### src/rtl/swm_pkg.sv
// ----------------------------------------------------------------------------
// swm_pkg
// Shared types and constants for the sliding window maximum block.
// ----------------------------------------------------------------------------
package swm_pkg;

    // Width of the window length register
    localparam int CFG_W = 7;

    // Window length after reset
    localparam logic [CFG_W-1:0] LEN_RESET = 7'd3;

    // Controller states, one-hot
    typedef enum logic [3:0] {
        ST_IDLE  = 4'b0001,
        ST_SCAN  = 4'b0010,
        ST_DRAIN = 4'b0100,
        ST_EMIT  = 4'b1000
    } swm_state_t;

    // Controller to datapath
    typedef struct packed {
        logic accept;      // take the offered sample
        logic issue_read;  // read one older ring entry
        logic load_out;    // move the maximum into the output register
    } swm_cmd_t;

    // Datapath to controller
    typedef struct packed {
        logic produce;     // offered sample completes a window
        logic single;      // window length is one, nothing to scan
        logic scan_last;   // this read is the final one of the scan
        logic slot_free;   // output register can take a result
    } swm_status_t;

endpackage

### src/rtl/swm_sample_if.sv
// ----------------------------------------------------------------------------
// swm_sample_if
// Input channel: one signed sample and its end-of-sequence flag per transfer.
// ----------------------------------------------------------------------------
interface swm_sample_if #(
    parameter int SAMPLE_WIDTH = 16
);
    logic                           valid;
    logic                           ready;
    logic signed [SAMPLE_WIDTH-1:0] sample;
    logic                           last_sample;

    modport source (output valid, output sample, output last_sample, input ready);
    modport sink   (input valid, input sample, input last_sample, output ready);
endinterface

### src/rtl/swm_result_if.sv
// ----------------------------------------------------------------------------
// swm_result_if
// Output channel: one window maximum and its end-of-sequence flag per transfer.
// ----------------------------------------------------------------------------
interface swm_result_if #(
    parameter int SAMPLE_WIDTH = 16
);
    logic                           valid;
    logic                           ready;
    logic signed [SAMPLE_WIDTH-1:0] window_max;
    logic                           last_result;

    modport source (output valid, output window_max, output last_result, input ready);
    modport sink   (input valid, input window_max, input last_result, output ready);
endinterface

### src/rtl/swm_ctrl.sv
// ----------------------------------------------------------------------------
// swm_ctrl
// Sequencer: accepts a sample, runs the ring scan, hands off the result.
// ----------------------------------------------------------------------------
module swm_ctrl (
    input  logic                 clk,
    input  logic                 rst_n,
    input  logic                 in_valid,
    output logic                 in_ready,
    input  swm_pkg::swm_status_t status,
    output swm_pkg::swm_cmd_t    cmd
);
    import swm_pkg::*;

    swm_state_t state_reg;
    swm_state_t state_next;

    always_ff @(posedge clk or negedge rst_n)
    begin
        if (!rst_n)
        begin
            state_reg <= ST_IDLE;
        end
        else
        begin
            state_reg <= state_next;
        end
    end

    always_comb
    begin
        state_next     = state_reg;
        in_ready       = 1'b0;
        cmd.accept     = 1'b0;
        cmd.issue_read = 1'b0;
        cmd.load_out   = 1'b0;
        case (state_reg)
            ST_IDLE:
            begin
                in_ready = 1'b1;
                if (in_valid)
                begin
                    cmd.accept = 1'b1;
                    if (!status.produce)
                    begin
                        state_next = ST_IDLE;
                    end
                    else if (status.single)
                    begin
                        state_next = ST_EMIT;
                    end
                    else
                    begin
                        state_next = ST_SCAN;
                    end
                end
            end
            ST_SCAN:
            begin
                cmd.issue_read = 1'b1;
                if (status.scan_last)
                begin
                    state_next = ST_DRAIN;
                end
            end
            ST_DRAIN:
            begin
                // last read data is folded in by the datapath this cycle
                state_next = ST_EMIT;
            end
            ST_EMIT:
            begin
                if (status.slot_free)
                begin
                    cmd.load_out = 1'b1;
                    state_next   = ST_IDLE;
                end
            end
            default:
            begin
                state_next = ST_IDLE;
            end
        endcase
    end

    a_load_needs_slot: assert property (@(posedge clk) disable iff (!rst_n)
        cmd.load_out |-> status.slot_free)
        else $error("result loaded while output register busy");

    a_drain_after_scan: assert property (@(posedge clk) disable iff (!rst_n)
        (state_reg == ST_DRAIN) |-> $past(state_reg == ST_SCAN))
        else $error("drain entered without a scan");

endmodule

### src/rtl/swm_datapath.sv
// ----------------------------------------------------------------------------
// swm_datapath
// Ring store, fill tracking, running maximum and output register.
// ----------------------------------------------------------------------------
module swm_datapath #(
    parameter int WINDOW_MAX   = 64,
    parameter int SAMPLE_WIDTH = 16
) (
    input  logic                              clk,
    input  logic                              rst_n,
    input  logic                              cfg_we,
    input  logic [swm_pkg::CFG_W-1:0]         cfg_wdata,
    input  logic signed [SAMPLE_WIDTH-1:0]    sample,
    input  logic                              last_sample,
    input  swm_pkg::swm_cmd_t                 cmd,
    output swm_pkg::swm_status_t              status,
    output logic                              out_valid,
    input  logic                              out_ready,
    output logic signed [SAMPLE_WIDTH-1:0]    window_max,
    output logic                              last_result
);
    import swm_pkg::*;

    localparam int IDX_W = (WINDOW_MAX > 1) ? $clog2(WINDOW_MAX) : 1;
    localparam int CNT_W = $clog2(WINDOW_MAX + 1);
    localparam int LEN_W = (CNT_W > CFG_W) ? CNT_W : CFG_W;
    localparam logic [IDX_W-1:0] LAST_IDX = IDX_W'(WINDOW_MAX - 1);
    localparam logic [CNT_W-1:0] FULL_CNT = CNT_W'(WINDOW_MAX);
    localparam logic [LEN_W-1:0] MAX_LEN  = LEN_W'(WINDOW_MAX);

    logic signed [SAMPLE_WIDTH-1:0] ring_mem [WINDOW_MAX];

    logic [CFG_W-1:0]               len_cfg_reg;
    logic [IDX_W-1:0]               wr_idx_reg;
    logic [CNT_W-1:0]               fill_reg;
    logic [IDX_W-1:0]               rd_ptr_reg;
    logic [LEN_W-1:0]               scan_cnt_reg;
    logic signed [SAMPLE_WIDTH-1:0] rd_data_reg;
    logic                           rd_pend_reg;
    logic signed [SAMPLE_WIDTH-1:0] best_reg;
    logic                           last_reg;
    logic                           out_valid_reg;
    logic signed [SAMPLE_WIDTH-1:0] out_max_reg;
    logic                           out_last_reg;

    logic [LEN_W-1:0] cfg_ext;
    logic [LEN_W-1:0] eff_len;
    logic [CNT_W-1:0] fill_next;
    logic [IDX_W-1:0] wr_idx_inc;
    logic [IDX_W-1:0] wr_idx_dec;
    logic [IDX_W-1:0] rd_ptr_dec;

    // zero length acts as one, oversize saturates
    always_comb
    begin
        cfg_ext = LEN_W'(len_cfg_reg);
        if (cfg_ext == '0)
        begin
            eff_len = LEN_W'(1);
        end
        else if (cfg_ext > MAX_LEN)
        begin
            eff_len = MAX_LEN;
        end
        else
        begin
            eff_len = cfg_ext;
        end
    end

    assign fill_next  = (fill_reg == FULL_CNT) ? fill_reg : fill_reg + 1'b1;
    assign wr_idx_inc = (wr_idx_reg == LAST_IDX) ? '0 : wr_idx_reg + 1'b1;
    assign wr_idx_dec = (wr_idx_reg == '0) ? LAST_IDX : wr_idx_reg - 1'b1;
    assign rd_ptr_dec = (rd_ptr_reg == '0) ? LAST_IDX : rd_ptr_reg - 1'b1;

    assign status.produce   = LEN_W'(fill_next) >= eff_len;
    assign status.single    = eff_len == LEN_W'(1);
    assign status.scan_last = scan_cnt_reg == LEN_W'(1);
    assign status.slot_free = !out_valid_reg || out_ready;

    // ring store: one write port on accept, one registered read port
    always_ff @(posedge clk)
    begin
        if (cmd.accept)
        begin
            ring_mem[wr_idx_reg] <= sample;
        end
        rd_data_reg <= ring_mem[rd_ptr_reg];
    end

    always_ff @(posedge clk or negedge rst_n)
    begin
        if (!rst_n)
        begin
            len_cfg_reg   <= LEN_RESET;
            wr_idx_reg    <= '0;
            fill_reg      <= '0;
            rd_pend_reg   <= 1'b0;
            out_valid_reg <= 1'b0;
        end
        else
        begin
            if (cfg_we)
            begin
                len_cfg_reg <= cfg_wdata;
            end
            if (cmd.accept)
            begin
                wr_idx_reg <= last_sample ? '0 : wr_idx_inc;
                fill_reg   <= last_sample ? '0 : fill_next;
            end
            rd_pend_reg <= cmd.issue_read;
            if (cmd.load_out)
            begin
                out_valid_reg <= 1'b1;
            end
            else if (out_ready)
            begin
                out_valid_reg <= 1'b0;
            end
        end
    end

    // scan pointer, running maximum, result payload
    always_ff @(posedge clk)
    begin
        if (cmd.accept)
        begin
            rd_ptr_reg   <= wr_idx_dec;
            scan_cnt_reg <= eff_len - 1'b1;
            best_reg     <= sample;
            last_reg     <= last_sample;
        end
        else
        begin
            if (cmd.issue_read)
            begin
                rd_ptr_reg   <= rd_ptr_dec;
                scan_cnt_reg <= scan_cnt_reg - 1'b1;
            end
            if (rd_pend_reg && (rd_data_reg > best_reg))
            begin
                best_reg <= rd_data_reg;
            end
        end
        if (cmd.load_out)
        begin
            out_max_reg  <= best_reg;
            out_last_reg <= last_reg;
        end
    end

    assign out_valid   = out_valid_reg;
    assign window_max  = out_max_reg;
    assign last_result = out_last_reg;

    a_fill_bounded: assert property (@(posedge clk) disable iff (!rst_n)
        fill_reg <= FULL_CNT)
        else $error("fill count beyond ring depth");

    a_read_in_range: assert property (@(posedge clk) disable iff (!rst_n)
        cmd.issue_read |-> (scan_cnt_reg != '0))
        else $error("ring read issued past the window");

endmodule

### src/rtl/sliding_window_maximum.sv
// ----------------------------------------------------------------------------
// sliding_window_maximum
// Running maximum of the most recent window_length signed samples.
// ----------------------------------------------------------------------------
// Usage:
//   samples  : sink channel, one signed sample plus last_sample per transfer.
//   results  : source channel, window_max plus last_result per transfer.
//   cfg_we / cfg_wdata : write of window_length (0 acts as 1, values above
//              WINDOW_MAX saturate). Write only while the block is idle.
//   Once the current sequence holds window_length samples, each sample gives
//   one result over it and the older samples; earlier samples give none.
//   A transfer with last_sample set ends the sequence and empties the window.
// Sequence, with L the effective window length:
//   A sample that gives no result is taken and the block stays idle.
//   Otherwise the ring is walked one older entry per cycle through its single
//   read port: accept, then L-1 reads and a drain (both skipped for L = 1),
//   then the hand-off. The result is valid on the cycle after the hand-off.
// Reset: window length returns to 3, window empty, output register empty.
//   The ring memory itself is not cleared; the fill count guards it.
// Stall: a result waits in the output register while the next sample is
//   taken; the hand-off of that next result waits until the register frees.
// ----------------------------------------------------------------------------
module sliding_window_maximum #(
    parameter int WINDOW_MAX   = 64,
    parameter int SAMPLE_WIDTH = 16
) (
    input  logic                      clk,
    input  logic                      rst_n,
    input  logic                      cfg_we,
    input  logic [swm_pkg::CFG_W-1:0] cfg_wdata,
    swm_sample_if.sink                samples,
    swm_result_if.source              results
);
    import swm_pkg::*;

    swm_cmd_t    cmd;
    swm_status_t status;

    // controller: decides when to take a sample, scan, and hand off
    swm_ctrl u_ctrl (
        .clk      (clk),
        .rst_n    (rst_n),
        .in_valid (samples.valid),
        .in_ready (samples.ready),
        .status   (status),
        .cmd      (cmd)
    );

    // datapath: ring, counters, running max, output register
    swm_datapath #(
        .WINDOW_MAX   (WINDOW_MAX),
        .SAMPLE_WIDTH (SAMPLE_WIDTH)
    ) u_datapath (
        .clk         (clk),
        .rst_n       (rst_n),
        .cfg_we      (cfg_we),
        .cfg_wdata   (cfg_wdata),
        .sample      (samples.sample),
        .last_sample (samples.last_sample),
        .cmd         (cmd),
        .status      (status),
        .out_valid   (results.valid),
        .out_ready   (results.ready),
        .window_max  (results.window_max),
        .last_result (results.last_result)
    );

endmodule
### src/flat_wrapper.sv
// flat-port wrapper written by rule: the top's interface ports become plain ports
module sliding_window_maximum_flat import swm_pkg::*;
#(
    parameter int WINDOW_MAX   = 64,
    parameter int SAMPLE_WIDTH = 16
)
  (clk, rst_n, cfg_we, cfg_wdata, samples_valid, samples_sample, samples_last_sample, samples_ready, results_valid, results_window_max, results_last_result, results_ready);
  swm_sample_if #(.SAMPLE_WIDTH(SAMPLE_WIDTH)) samples_i ();
  swm_result_if #(.SAMPLE_WIDTH(SAMPLE_WIDTH)) results_i ();
  input  logic clk;
  input  logic rst_n;
  input  logic cfg_we;
  input  logic [swm_pkg::CFG_W-1:0] cfg_wdata;
  input wire logic [$bits(samples_i.valid)-1:0] samples_valid;
  input wire logic [$bits(samples_i.sample)-1:0] samples_sample;
  input wire logic [$bits(samples_i.last_sample)-1:0] samples_last_sample;
  output wire logic [$bits(samples_i.ready)-1:0] samples_ready;
  output wire logic [$bits(results_i.valid)-1:0] results_valid;
  output wire logic [$bits(results_i.window_max)-1:0] results_window_max;
  output wire logic [$bits(results_i.last_result)-1:0] results_last_result;
  input wire logic [$bits(results_i.ready)-1:0] results_ready;
  assign samples_i.valid = samples_valid;
  assign samples_i.sample = samples_sample;
  assign samples_i.last_sample = samples_last_sample;
  assign samples_ready = samples_i.ready;
  assign results_valid = results_i.valid;
  assign results_window_max = results_i.window_max;
  assign results_last_result = results_i.last_result;
  assign results_i.ready = results_ready;
  sliding_window_maximum #(.WINDOW_MAX(WINDOW_MAX), .SAMPLE_WIDTH(SAMPLE_WIDTH)) u_core (.clk(clk), .rst_n(rst_n), .cfg_we(cfg_we), .cfg_wdata(cfg_wdata), .samples(samples_i), .results(results_i));
endmodule
### config.mk
export PLATFORM = sky130hd
export DESIGN_NAME = sliding_window_maximum_flat
export DESIGN_NICKNAME = d
export VERILOG_FILES = /design/src/rtl/swm_pkg.sv /design/src/rtl/swm_sample_if.sv /design/src/rtl/swm_result_if.sv /design/src/rtl/swm_ctrl.sv /design/src/rtl/swm_datapath.sv /design/src/rtl/sliding_window_maximum.sv /design/src/flat_wrapper.sv
export SDC_FILE = /design/constraint.sdc
export NUM_CORES = 1
export LEC_CHECK = 0
export ABC_AREA = 1
export BUFFER_PORTS_ARGS = -buffer_cell sky130_fd_sc_hd__buf_2
export CORE_MARGIN = 2
export CORE_UTILIZATION = 50
export CTS_CLUSTER_DIAMETER = 60
export DETAILED_ROUTE_END_ITERATION = 6
export GPL_TIMING_DRIVEN = 0
export PLACE_DENSITY = 0.65
export SYNTH_ARGS = -nofsm -noshare
export SYNTH_HDL_FRONTEND = slang
export SYNTH_SLANG_ARGS = --single-unit
### constraint.sdc
create_clock -name clk -period 7.16 [get_ports clk]
set_input_delay 0.358 -clock clk [delete_from_list [all_inputs] [get_ports clk]]
set_output_delay 0.358 -clock clk [all_outputs]
set_load 0.02 [all_outputs]
# [After elaboration in Yosys (flattened, before gate mapping)]
# Memories as Yosys holds them, arrays and structs flattened. A register that Yosys moved wholly into a read port is not among the register bits.
# Cells that the tools add are included.
[word_totals] regBits=73 memories=1 out_inout_bits=19 ram_bits=1024 word_cells=73
[op_classes] n_lt_le_gt_ge=3 n_eq_ne=11 addsub=6 n_reduce_logical=10 n_mux=30
[mem_list] memory="u_core.u_datapath.ring_mem" depth=64 width=16 rd=1 rd_clocked_by_memory_dff=1 wr=1 line="swm_datapath.sv:31" rtl="logic signed [SAMPLE_WIDTH-1:0] ring_mem [WINDOW_MAX];"
[ops] operator="2-to-1 mux 7 bit" count=6
[ops] operator="2-to-1 mux 6 bit" count=6
[ops] operator="2-to-1 mux 16 bit" count=2
[ops] operator="2-to-1 mux 4 bit" count=5
[ops] operator="> comparator 16 bit" count=1
[ops] operator="one-hot mux 4 bit (4 select lines)" count=1
[ops] operator="== test 7 x 1 -> 1 bit, second input constant" count=2
[ops] operator="subtractor 7 x 1 -> 7 bit, second input constant" count=2
[ops] operator="zero test 6 bit" count=2
[ops] operator="subtractor 6 x 1 -> 6 bit, second input constant" count=2
[ops] operator="2-to-1 mux 1 bit" count=10
[ops] operator="adder 7 x 1 -> 7 bit, second input constant" count=1
[ops] operator="== test 7 bit, second input constant" count=1
[ops] operator="greater-or-equal comparator 7 bit" count=1
[ops] operator="> comparator 7 bit, second input constant" count=1
[ops] operator="zero test 7 bit" count=1
[ops] operator="adder 6 x 1 -> 6 bit, second input constant" count=1
[ops] operator="== test 6 bit, second input constant" count=1
[ops] operator="nonzero test 2 bit" count=3
[ops] operator="== test 4 x 1 -> 1 bit, second input constant" count=1
[ops] operator="== test 4 x 2 -> 1 bit, second input constant" count=1
[ops] operator="== test 4 x 3 -> 1 bit, second input constant" count=1
[ops] operator="== test 4 bit, second input constant" count=1
[ops] operator="!= test 2 x 1 -> 1 bit, second input constant" count=2
[ops] operator="other kinds (5)" count=5

# [Logic depth before layout (Yosys ltp)]
[depth] depth_word=8 ltp_mapped=18 ltp_nobuf=18

# [Cells and area by module]
# Synthesis repeated with hierarchy kept, for this count alone.
[hier_totals] cells_unflattened=4092 hier_area_um2=46276.9
[modules_own_cells] module="swm_datapath" seq_area_each_um2=33034.2 area_per_inst_um2=45962.8 cells_per_inst=4049 instances=1
[modules_own_cells] module="swm_ctrl" seq_area_each_um2=101.3 area_per_inst_um2=314.1 cells_per_inst=43 instances=1

# [Worst setup path after synthesis]
# OpenSTA, ideal clock, no wires.
[synth_timing] kind="register -> register" startpoint="reg u_core.u_datapath.best_reg[15]" endpoint="reg u_core.u_datapath.best_reg[0] (enable)" arrival_time_ns=2.465 path_stages_with_launch=9 slack_ns=4.284 required_time_ns=6.749 n_path_buf=0 synth_period_minus_slack_ns=2.876 cell_sequence="edfxtp_1 inv_1 ha_1 nand2_1 nor4_1 nand2_1 nand3_1 nand2_1 o21ai_0"
[synth_via] elab_chain_cells=3
[synth_lines] item="start: declaration" line="swm_datapath.sv:40" rtl="logic signed [SAMPLE_WIDTH-1:0] best_reg;"
[synth_lines] item="start signal: assignment" line="swm_datapath.sv:131" rtl="best_reg <= sample;"
[synth_lines] item="start signal: assignment" line="swm_datapath.sv:143" rtl="best_reg <= rd_data_reg;"
[synth_lines] item="> comparator 16 bit" line="swm_datapath.sv:141" rtl="if (rd_pend_reg && (rd_data_reg > best_reg))"
[synth_lines] item="logical AND 1 bit" line="swm_datapath.sv:141"
[synth_lines] item="nonzero test 2 bit (no source line)"
# No other way between the ends.
# A chain may end at the register's enable or synchronous reset.

# [Worst setup path in the final report]
[layout_timing] startpoint="reg u_core.u_ctrl.state_reg[0]" endpoint="mem u_core.u_datapath.ring_mem[20][7] (enable)"
[layout_via] elab_chain_cells=4
[layout_lines] item="start: declaration" line="swm_ctrl.sv:15" rtl="swm_state_t state_reg;"
[layout_lines] item="start signal: assignment" line="swm_ctrl.sv:26" rtl="state_reg <= state_next;"
[layout_lines] item="== test 4 x 1 -> 1 bit" line="swm_ctrl.sv:37" rtl="case (state_reg)"
[layout_lines] item="2-to-1 mux 1 bit" line="swm_ctrl.sv:37"
[layout_lines] item="2-to-1 mux 1 bit" line="swm_datapath.sv:84" rtl="if (cmd.accept)"
[layout_lines] item="2-to-1 mux 1 bit (implied by the code)" line="swm_datapath.sv:86" rtl="ring_mem[wr_idx_reg] <= sample;"
[layout_lines] item="end: declaration" line="swm_datapath.sv:31"
# No other way between the ends.

==> summary.md <==
| Metric | Value |
|---|---|
| Outcome | `completed` |
| P_leak | `about 0.018 uW` |
| Cell Int Power | `about 13000 uW` |
| Gr usage total | `around a third` |
| Clock buffer depth | `3` |
| Core Area | `about 90000 um^2` |
| Max-slew violations | `0` |
| Startpoint types | `flip-flop` |
| Ys flop type | `edfxtp_1` |
| Commonest cells after routing, fill and taps aside | `edfxtp_1 (1071), nor2_1 (703), o21ai_0 (479)` |
| Max FO, Critical Path | `11` |
| Layout Area Growth over Synthesis | `14.86%` |
| Die area | `~93000 um^2` |
| Sw Share | `approximately two fifths` |
| Antenna-violating nets left | `0` |
| Peak supply drop | `between 0.0002 and 0.00025 V` |
| Worst rel slew slack | `under 10%` |
| Flop2flop setup slack | `~3.2 ns` |
| Initial antenna violation count | `3` |
| Placed cell area | `48260 um^2` |
| Worst R2R End | `u_core.u_datapath.ring_mem[20][7]` |
| Vias | `~32k` |
| CP endpoint | `u_core.u_datapath.ring_mem[20][7]` |
| Crit path launch | `u_core.u_ctrl.state_reg[0]` |
| Clock power frac | `27.0%` |
| Setup violations, final | `0` |
| GR peak layer | `met2` |
| Post-Syn Area | `between 40000 and 50000 um^2` |
| Crit path depth | `8` |
| R2R depth | `8` |
| Clock Latency Late Sink | `around 0.7 ns` |
| TritonCTS Buffers | `112` |
| GR met3 Demand/Resource | `slightly above 9%` |
| Port Buffers | `47` |
| DR iter-0 viols | `approximately 5.5k` |
| Htree depth | `3` |
| Gate power share | `37.5%` |
| Crit path largest cell delay | `1.01 ns` |
| Sequential Power Share | `roughly 35%` |
| CTS tree | `built` |
| Biggest register | `u_core.u_datapath.ring_mem` |
| CTS sink cnt | `between 1k and 1.5k` |
| Crit path DAT | `around 4.4 ns` |
| Compound-Gate Fraction of Synth Area | `10.08%` |
| Clock transition at path regs | `0.06 ns` |
| GR Overflow Total | `0` |
| Top-level I/O count | `48` |
| Final Cell Area | `a little over 50000 um^2` |
| Peak Freq | `approximately 250 MHz` |
| Final core occ | `between 50% and 60%` |
| Final nets | `3967` |
| R2R Path Start | `u_core.u_ctrl.state_reg[0]` |
| GPL Wtd Cong | `around 0.97` |
| Met2 global-route usage | `between 50% and 60%` |
| Critical-path cell list | `nand3_1, nor2_2, inv_1, buf_2, nor2_2, nand3_1, nor2_2, buf_8` |
| Setup crit end kind | `flip-flop` |
| Via density | `~6.3` |
| Synth warn | `0` |
| Unique masters post-synth | `38` |
| Switching power | `between 8000 and 9000 uW` |
| CTS-repair resized insts | `0` |
| Post-DP HPWL | `around 110000 um` |
| Worst path top cell family by delay | `simple AND/OR/NAND/NOR gates` |
| CP Class | `flip-flop to flip-flop` |
| Number of flip-flops in the largest register | `between 1k and 1.5k` |
| First-pass GRT wire length | `221800 um` |
| DR pass1 iterations | `6` |
| Die Span Y | `304.8 um` |
| Mean Syn Cell Area | `12.30 um^2` |
| Max Clock Skew | `approximately 0.026 ns` |
| Die X | `~300 um` |
| CP max-delay cell | `nor2_2` |
| FFs w/ async S/R, synth | `between 2 and 2.5%` |
| Maximum capacitance violations | `0` |
| Seq/Total Area, Yosys | `73.25%` |
| Layout cells sized above 1 | `between 10% and 20%` |
| Cells after Synth | `roughly 3.7k` |
| M1 GR Usage | `a little under half` |
| Power per cell area | `412.6 nW/um^2` |
| Worst-margin pin slew | `approximately 1.5 ns` |
| Fin. Hold Viols | `0` |
| Combinational family with the most area after synthesis | `simple AND/OR/NAND/NOR gates` |
| Most common cell after layout, fill and taps aside | `edfxtp_1` |
| Worst hold slack | `roughly 0.10 ns` |
| Root Buffer | `clkbuf_16` |
| Starting Density | `around 50%` |
| Hold WC Path Type | `input port to flip-flop` |
| Final WL | `159900 um` |
| Critical Path RT | `approximately 7.6 ns` |
| Final period util | `a little under three fifths` |
| Cell repeated most along the worst path | `nor2_2` |
| RSZ-0062 raised after global routing | `no` |
| Rows | `110` |
| Post-route minimum period | `about 4 ns` |
| WL/cell | `30.92 um` |
| # DRC | `0` |
| Total negative slack | `0 ns` |
| Largest net degree at the start of global routing | `between 60 and 70` |
| Area share of xor/xnor cells in the synthesized design | `less than 1%` |
| Critical path buffers and inverters | `3` |
| Vias in the first global route | `approximately 30k` |
| Post-Syn Nets | `3738` |
| Adder-Cell Fraction of Synth Area | `less than 1%` |
| Flip-flop and latch count after synthesis | `roughly 1.1k` |
| Mux share of post-synthesis cell area | `0.02489%` |
| EDFF count, synth | `between 1k and 1.5k` |
| Synth Area in Simple Gates | `between 10% and 20%` |
[cells by family (layout without fill, tap and decap cells)]
family                     after synthesis  in the layout
AOI/OAI and AO/OA                      819            819
xor gates and xnor gates                 8              8
adders and majority gates               32             32
buffers and inverters                  326            644
DFF                                   1113           1113
muxes                                    1              1
other                                    0              1
and+or+nand+nor                       1378           1378
[timing repair]
| action | 4_1_cts | 5_1_grt |
|---|---|---|
| hold buffers | 14 | 0 |
| buffers inserted | 0 | 0 |
| endpoints found under the hold margin | 33 | 0 |
[Yosys cell counts (2+ instances only)]
cell type | instances | share of area (%)
ha_1 | 32 | 0.89
buf_2 | 59 | 0.65
o211ai_1 | 106 | 1.8
nand2_1 | 377 | 3.1
clkbuf_1 | 110 | 0.91
buf_4 | 24 | 0.40
a21oi_1 | 18 | 0.20
o22ai_1 | 142 | 2.0
nand4_1 | 7 | 0.097
o21ai_0 | 480 | 5.3
nor3_1 | 8 | 0.089
nor2_1 | 766 | 6.4
inv_1 | 84 | 0.70
nand3_1 | 213 | 2.4
buf_8 | 2 | 0.066
edfxtp_1 | 1071 | 71
a31oi_1 | 7 | 0.097
buf_6 | 19 | 0.47
xnor2_1 | 2 | 0.039
dfxtp_1 | 16 | 0.71
nor2_2 | 2 | 0.028
dfrtp_1 | 23 | 1.3
dfstp_2 | 3 | 0.17
o21ai_1 | 62 | 0.69
buf_1 | 20 | 0.17
clkinv_1 | 6 | 0.050
nor4_1 | 2 | 0.028
xor2_1 | 6 | 0.12
[worst min-delay path by stage]
stage / from / end / slack [ns] / cells after the start
2_1_floorplan: rst_n / u_core.u_ctrl.state_reg[1] / 0.06 / 0
3_3_place_gp: rst_n / u_core.u_datapath.fill_reg[6] / 0.40 / 1
3_5_place_dp: rst_n / u_core.u_datapath.cfg_ext[2] / 0.41 / 1
4_1_cts: samples_sample[2] / u_core.u_datapath.ring_mem[26][2] / 0.09 / 1
5_1_grt: samples_sample[3] / u_core.u_datapath.ring_mem[25][3] / 0.11 / 1
6_report: samples_sample[3] / u_core.u_datapath.ring_mem[26][3] / 0.10 / 1
[stage by stage]
step                std cells  worst slack [ns]  total power (uW)
finish                   5172             3.173             21440
global route             5171             3.088             22040
global placement         4900             1.947             15250
floorplan                3677             4.284             11990
CTS                      5171             3.346             21060
detailed placement       4954             3.364             15360
[area by class of cell]
| type | count | area, um^2 |
|---|---|---|
| clock buffer | 140 | 2929 |
| buffer | 235 | 1227 |
| tap | 1176 | 1471 |
| antenna | 1 | 2.502 |
| inverter | 91 | 344.1 |
| sequential | 1113 | 33140 |
| clock inverter | 63 | 611.8 |
| fill | 7181 | 37910 |
| timing repair buffer | 115 | 1445 |
| multi-input combinational | 2238 | 10790 |
[layer usage]
| layer | part of all wire, % | up-vias |
|---|---|---|
| met2 | 43 | 2341 |
| met4 | 6.1 | 4 |
| met1 | 37 | 15870 |
| li1 | - | 13760 |
| met3 | 14 | 467 |
| met5 | 0.017 | - |
[worst reg2reg max path: cells and delay by family (launching register included)]
family	cells	cell delay (ns)
buffers and inverters	3	0.56
and+or+nand+nor	5	2.58
DFF	1	0.54
[power groups by stage]
stage	Sequential (uW)	Clock [uW]	Combinational, uW
finish	7600	5800	8050
global route	7620	6030	8400
CTS	7600	5780	7680
detailed placement	7730	0	7630
global placement	7730	0	7510
floorplan	7710	0	4280
Note: power is estimated with default switching activity, not from simulation.
